`config.mk`:
```
export PLATFORM = sky130hd
export DESIGN_NAME = klc_fifo
export DESIGN_NICKNAME = d
export VERILOG_FILES = /design/src/rtl/klc_pkg.sv /design/src/rtl/klc_fifo.sv
export SDC_FILE = /design/constraint.sdc
export NUM_CORES = 1
export LEC_CHECK = 0
export BUFFER_PORTS_ARGS = -buffer_cell sky130_fd_sc_hd__buf_2
export CAP_MARGIN = 40
export CORE_ASPECT_RATIO = 1.2
export CORE_MARGIN = 2
export CORE_UTILIZATION = 47
export CTS_CLUSTER_SIZE = 16
export DETAILED_ROUTE_END_ITERATION = 10
export PLACE_DENSITY_LB_ADDON = 0.05
export SYNTH_ARGS = -nofsm -noshare
export SYNTH_HDL_FRONTEND = slang
export SYNTH_SLANG_ARGS = --single-unit
```
`constraint.sdc`:
```
create_clock -name clk -period 4.3 [get_ports clk]
set_clock_uncertainty 0.1 [all_clocks]
set_input_delay 0.86 -clock clk [delete_from_list [all_inputs] [get_ports clk]]
set_output_delay 0.86 -clock clk [all_outputs]
set_load 0.05 [all_outputs]
```
`src/rtl/klc_pkg.sv`:
```
// Shared types, constants and helper functions for the keyed LRU cache.
// No dependencies; every other file of the cache except klc_ram imports this package.
package klc_pkg;

	// Sizes
	localparam int SLOTS_DEF   = 16;
	localparam int MAX_LANES   = 16;
	localparam int SLOT_W      = 8;
	localparam int KEY_W       = 64;
	localparam int AGE_W       = 64;
	localparam int PIN_W       = 16;
	localparam int CNT_W       = 64;
	localparam int IN_DATA_W   = 72;
	localparam int OUT_DATA_W  = 264;
	localparam int QUEUE_DEPTH = 2;
	localparam int QP_W        = $clog2(QUEUE_DEPTH);
	localparam int PADDR_W     = 3;

	localparam logic [PIN_W-1:0] PIN_MAX = '1;

	// Operation codes on the input stream
	typedef enum logic [1:0] {
		OP_LOOKUP  = 2'd0,
		OP_INSERT  = 2'd1,
		OP_RELEASE = 2'd2,
		OP_INVAL   = 2'd3
	} op_t;

	// Result status codes
	typedef enum logic [2:0] {
		ST_OK        = 3'd0,
		ST_MISS      = 3'd1,
		ST_DISABLED  = 3'd2,
		ST_FULL      = 3'd3,
		ST_UNDERFLOW = 3'd4
	} status_t;

	// Work kinds after classification by the front end
	typedef enum logic [2:0] {
		K_LOOKUP,
		K_INSERT,
		K_RELEASE,
		K_INVAL,
		K_DISABLED,
		K_NOP
	} kind_t;

	// Register index of the enable register
	localparam logic REG_ENABLE = 1'b0;

	// One classified job in the queue
	typedef struct packed {
		kind_t            kind;
		logic [KEY_W-1:0] key;
		logic [3:0]       slot_index;
	} job_t;

	// Result fields other than the counters
	typedef struct packed {
		status_t    status;
		logic [3:0] slot;
		logic       evicted;
	} res_t;

	// Search candidate carried through the compare tree
	typedef struct packed {
		logic              has_match;
		logic [SLOT_W-1:0] match_slot;
		logic [PIN_W-1:0]  match_pin;
		logic              has_empty;
		logic [SLOT_W-1:0] empty_slot;
		logic              has_lru;
		logic [SLOT_W-1:0] lru_slot;
		logic [AGE_W-1:0]  lru_age;
	} cand_t;

	localparam cand_t CAND_NONE = '0;

	// Merge two candidates; lo covers lower slot numbers and wins ties
	function automatic cand_t cand_merge(cand_t lo, cand_t hi);
		cand_t r;
		r = lo;
		if (!lo.has_match) begin
			r.has_match  = hi.has_match;
			r.match_slot = hi.match_slot;
			r.match_pin  = hi.match_pin;
		end
		if (!lo.has_empty) begin
			r.has_empty  = hi.has_empty;
			r.empty_slot = hi.empty_slot;
		end
		if (hi.has_lru && (!lo.has_lru || hi.lru_age < lo.lru_age)) begin
			r.has_lru  = 1'b1;
			r.lru_slot = hi.lru_slot;
			r.lru_age  = hi.lru_age;
		end
		return r;
	endfunction

	// Two-level tree over up to four candidates; n is 1, 2 or 4
	function automatic cand_t cand_reduce4(cand_t c0, cand_t c1, cand_t c2, cand_t c3,
		int n);
		cand_t r01;
		cand_t r23;
		r01 = (n >= 2) ? cand_merge(c0, c1) : c0;
		r23 = cand_merge(c2, c3);
		return (n >= 4) ? cand_merge(r01, r23) : r01;
	endfunction

	// Lanes searched per row: largest power of two up to the slot count and the lane cap
	function automatic int lanes_for(int slots);
		int p;
		p = 1;
		while (p * 2 <= slots && p < MAX_LANES) p = p * 2;
		return p;
	endfunction

endpackage

```
`src/rtl/klc_fifo.sv`:
```
// Short job queue between the front end and the execution engine.
// Depends on klc_pkg; the depth is a power of two.
module klc_fifo
	import klc_pkg::*;
(
	input  logic clk,
	input  logic arst_n,
	input  logic in_valid,
	output logic in_ready,
	input  job_t in_job,
	output logic out_valid,
	input  logic out_ready,
	output job_t out_job
);

	job_t              mem_q [QUEUE_DEPTH];
	logic [QP_W-1:0]   wr_ptr_q;
	logic [QP_W-1:0]   rd_ptr_q;
	logic [QP_W:0]     count_q;
	logic              push;
	logic              pop;

	assign in_ready  = count_q != (QP_W + 1)'(QUEUE_DEPTH);
	assign out_valid = count_q != '0;
	assign out_job   = mem_q[rd_ptr_q];
	assign push      = in_valid && in_ready;
	assign pop       = out_valid && out_ready;

	// Store entries
	always_ff @(posedge clk) begin
		if (push) begin
			mem_q[wr_ptr_q] <= in_job;
		end
	end

	// Advance pointers and occupancy
	always_ff @(posedge clk or negedge arst_n) begin
		if (!arst_n) begin
			wr_ptr_q <= '0;
			rd_ptr_q <= '0;
			count_q  <= '0;
		end else begin
			if (push) wr_ptr_q <= wr_ptr_q + 1'b1;
			if (pop) rd_ptr_q <= rd_ptr_q + 1'b1;
			if (push && !pop) count_q <= count_q + 1'b1;
			else if (pop && !push) count_q <= count_q - 1'b1;
		end
	end

endmodule

```
==> flow_results.org <==
** Flow run
- Count of maximum capacitance violations :: 0

** STA
- In the final timing run, aggregate negative setup slack is 0 ns.
- In this run the tightest slew margin relative to its limit is 0.476.
- The hold violation count in the final report is 0.
- Highest clock frequency the design can meet :: 307 MHz
- Across all hold checks on the routed design, the worst slack comes to 0.154 ns.
- Of the available clock period, the critical path in the final layout requires 0.757.
- Number of setup violations in the final report :: 0
- Setup repair after global routing left no endpoint under its margin.
- Slew at the pin closest to its max-slew limit :: 0.786 ns
- The routed design could run at a clock period as short as 3.25 ns.
- The total count of max-transition violations in the final report came to 0.

** Pwr
- Power per unit of standard cell area :: 840 nW/µm²
- Across the VDD grid, the largest voltage drop is 560 µV.
- Summed over all cells, the static leakage comes to 2.87 nW.

** Worst setup path
- Max Fanout on Critical Path :: 41
- The worst register-to-register path ends at mem_q[0][66].
- In this run the register-to-register setup slack is 2.28 ns.
- Critical path endpoint category :: output port
- For the worst flop-to-flop path, the logic depth is 4.
- The worst setup path is launched from a flop.
- The critical path goes through buf_12, mux2_4, buf_2.
- For the worst setup path, the data required time is 3.34 ns.
- Class of the most critical setup path :: flop to output port
- Delay of the slowest cell on the worst path :: 0.94 ns
- Broken down by cell family, the worst path's largest delay share belongs to flip-flops.
- Data arrives at the worst endpoint at 2.29 ns.
- Slowest library cell on the worst path :: dfrtp_4
- Source of the worst register-to-register timing path :: count_q[0]
- Together, buffers and inverters on the worst path number 2.

** Detailed routing
- Mean routed wirelength per cell :: 16.3 µm
- The count of nets left with antenna violations once routing finished came out at 0.
- Vias :: 2,702
- Number of detailed-routing iterations run before antenna repair :: 4
- After detailed routing, the number of remaining DRC violations is 0.
- Per-cell via count in the routed design :: 4.74
- The final layout contains routed wiring with a total length of 9.30 mm.
- The detailed router finished its first iteration with 96 violations.

** Global route
- The first global-routing pass estimated 14.3 mm of wire.
- Entering global routing, the biggest net connects 57 pins.
- In the global route stage, overall resource usage came out at 0.148.
- The initial antenna violation count is 0.
- The number of global-route vias before repair was 2,834.
- For this run the aggregate overflow at the end of global routing stands at 0.

** Cells and area
- From synthesis to final layout, the design area changed by 25.4%.
- Diode insertion count for antenna repair :: 0
- Number of nets in the layout :: 476
- Of the cells placed in the final design, the portion with a size suffix greater than 1 is 0.603.

** Clock tree
- Post-CTS repair changed the size of 0 cells.
- Source-to-sink clock delay at the later pin of the worst-skew pair :: 0.40 ns
- The number of hold buffers added after CTS was 0.
- Number of buffers created by CTS :: 17
- After clock tree synthesis, the clock-pin slew on the worst setup and hold paths is 0.06 ns.
- The clock net in this run drives a total of 146 sinks.
- Counting along the longest clock path gives a buffer depth of 2.
- CTS built an H-tree with a depth of 4.
- TritonCTS built the clock tree.
- Buffers added to address setup during post-CTS repair amount to 0.
- In this run the clock root is driven by a clkbuf_16.

** Place
- The congestion estimate from routability-driven global placement came to 0.686.
- Once detailed placement completed, the half-perimeter wirelength came to 5.99 mm.
- The count of buffers added on input and output ports is 147.

** Synthesis
- Averaged over all synthesized cells, the footprint is 23.7 µm².
- Number of warnings issued by yosys :: 0
- For this run, the leading register cell type out of synthesis is edfxtp_1.
- The share of synthesized area in the top cell type comes to 0.752.
- Yosys mapped a number of flops with a built-in enable equal to 142.
- Dominant cells by area after synthesis :: edfxtp_1 75%, mux2_4 18%, buf_12 2.5%, dfrtp_1 1.8%, xnor2_1 0.46%
- Top cell type by total area after synthesis :: edfxtp_1
- Top cells by instance count after synthesis :: 142 x edfxtp_1, 69 x mux2_4, 7 x buf_12, 4 x dfrtp_1, 3 x xnor2_1
- Most used standard cell by instance count after synthesis :: edfxtp_1
- For this run, the register share of the synthesized area comes to 0.770.
- Synthesis produced 239 cells.
- The number of nets handed over by synthesis was 315.
- For this run, asynchronously set or reset flops after synthesis account for 0.0274.
- Cell area after technology mapping :: 5670 µm²
- Distinct cell type count after synthesis :: 15
- In this run, synthesis produced a sequential element count of 146.

** Floorplanning
- The initialized floorplan defines 43 standard-cell rows.
- Measured along the y axis, the die boundary spans 124 µm.
- Effective utilization at floorplan :: 0.485
- Die Area :: 13,000 µm²
- Measured along the x axis, the die boundary spans 104 µm.
- 148 I/O pins were placed.
- Core Area :: 11,700 µm²

** Min path
- Hold Crit Class :: input port to asynchronous set/reset pin

** Status
- The run finished with clean final reports.
==> area by class of cell <==
type                       instances  area [µm²]
timing repair buffer             150         803
tap                              157         196
inverter                           1        3.75
clock inverter                    13         143
fill                             930        4570
multi-input combinational         84        1160
sequential                       146        4370
clock buffer                      19         433
==> power by group <==
part           total (mW)  internal, mW  switching [mW]
registers            2.14          1.95           0.190
logic                2.42         0.811            1.61
clock network        1.41         0.900           0.509
==> worst max-delay path by stage <==
stage	startpoint	to	slack [ns]	cells past startpoint
6_report	rd_ptr_q	out_job[13]	1.05	3
5_1_grt	rd_ptr_q	out_job[45]	0.95	3
4_1_cts	rd_ptr_q	out_job[13]	1.01	3
3_5_place_dp	rd_ptr_q	out_job[13]	1.45	3
3_3_place_gp	rd_ptr_q	out_job[13]	1.45	3
2_1_floorplan	count_q[0]	mem_q[0][0]	0.85	3
==> logic make-up after synthesis <==
logic type	count (synthesis)	synth area share
XOR/XNOR	5	0.00773
buffers and inverters	9	0.0274
multiplexers	71	0.187
adder cells (fa/ha/maj)	1	0.00221
flip-flops	146	0.770
AND/OR/NAND/NOR	7	0.00596
==> metal layers <==
layer,global-route usage,share of wire,vias to the layer above
li1,-,-,1267
met1,0.167,0.40,1330
met2,0.242,0.51,94
met3,0.0638,0.074,11
met4,0.0660,0.018,0
met5,0,0,-
==> stage by stage <==
| step | setup WS (ns) | total power, mW | area (µm²) | utilization | std cells |
|---|---|---|---|---|---|
| after floorplan | 0.848 | 4.25 | 5670 | - | 239 |
| after global placement | 1.45 | 4.60 | 6500 | 0.557 | 537 |
| after detailed placement | 1.45 | 4.62 | 6530 | 0.560 | 538 |
| after CTS | 1.01 | 6.04 | 7110 | 0.609 | 570 |
| after global routing | 0.950 | 6.20 | 7110 | 0.609 | 570 |
| final | 1.05 | 5.97 | 7110 | 0.609 | 570 |
==> state kept, by name, summed over array words and instances (netlist names) <==
| signal | count |
|---|---|
| wr_ptr_q | 1 |
| rd_ptr_q | 1 |
| mem_q | 142 |
| count_q | 2 |
==> cell usage in the layout, fill, tap and decap left out, drive strengths merged, types with 3 or more instances in the layout <==
master	count
xnor2	3
dfrtp	4
bufinv	3
clkinv	8
mux2	71
buf	150
edfxtp	142
clkbuf	19
(Power assumes the default switching activity.)
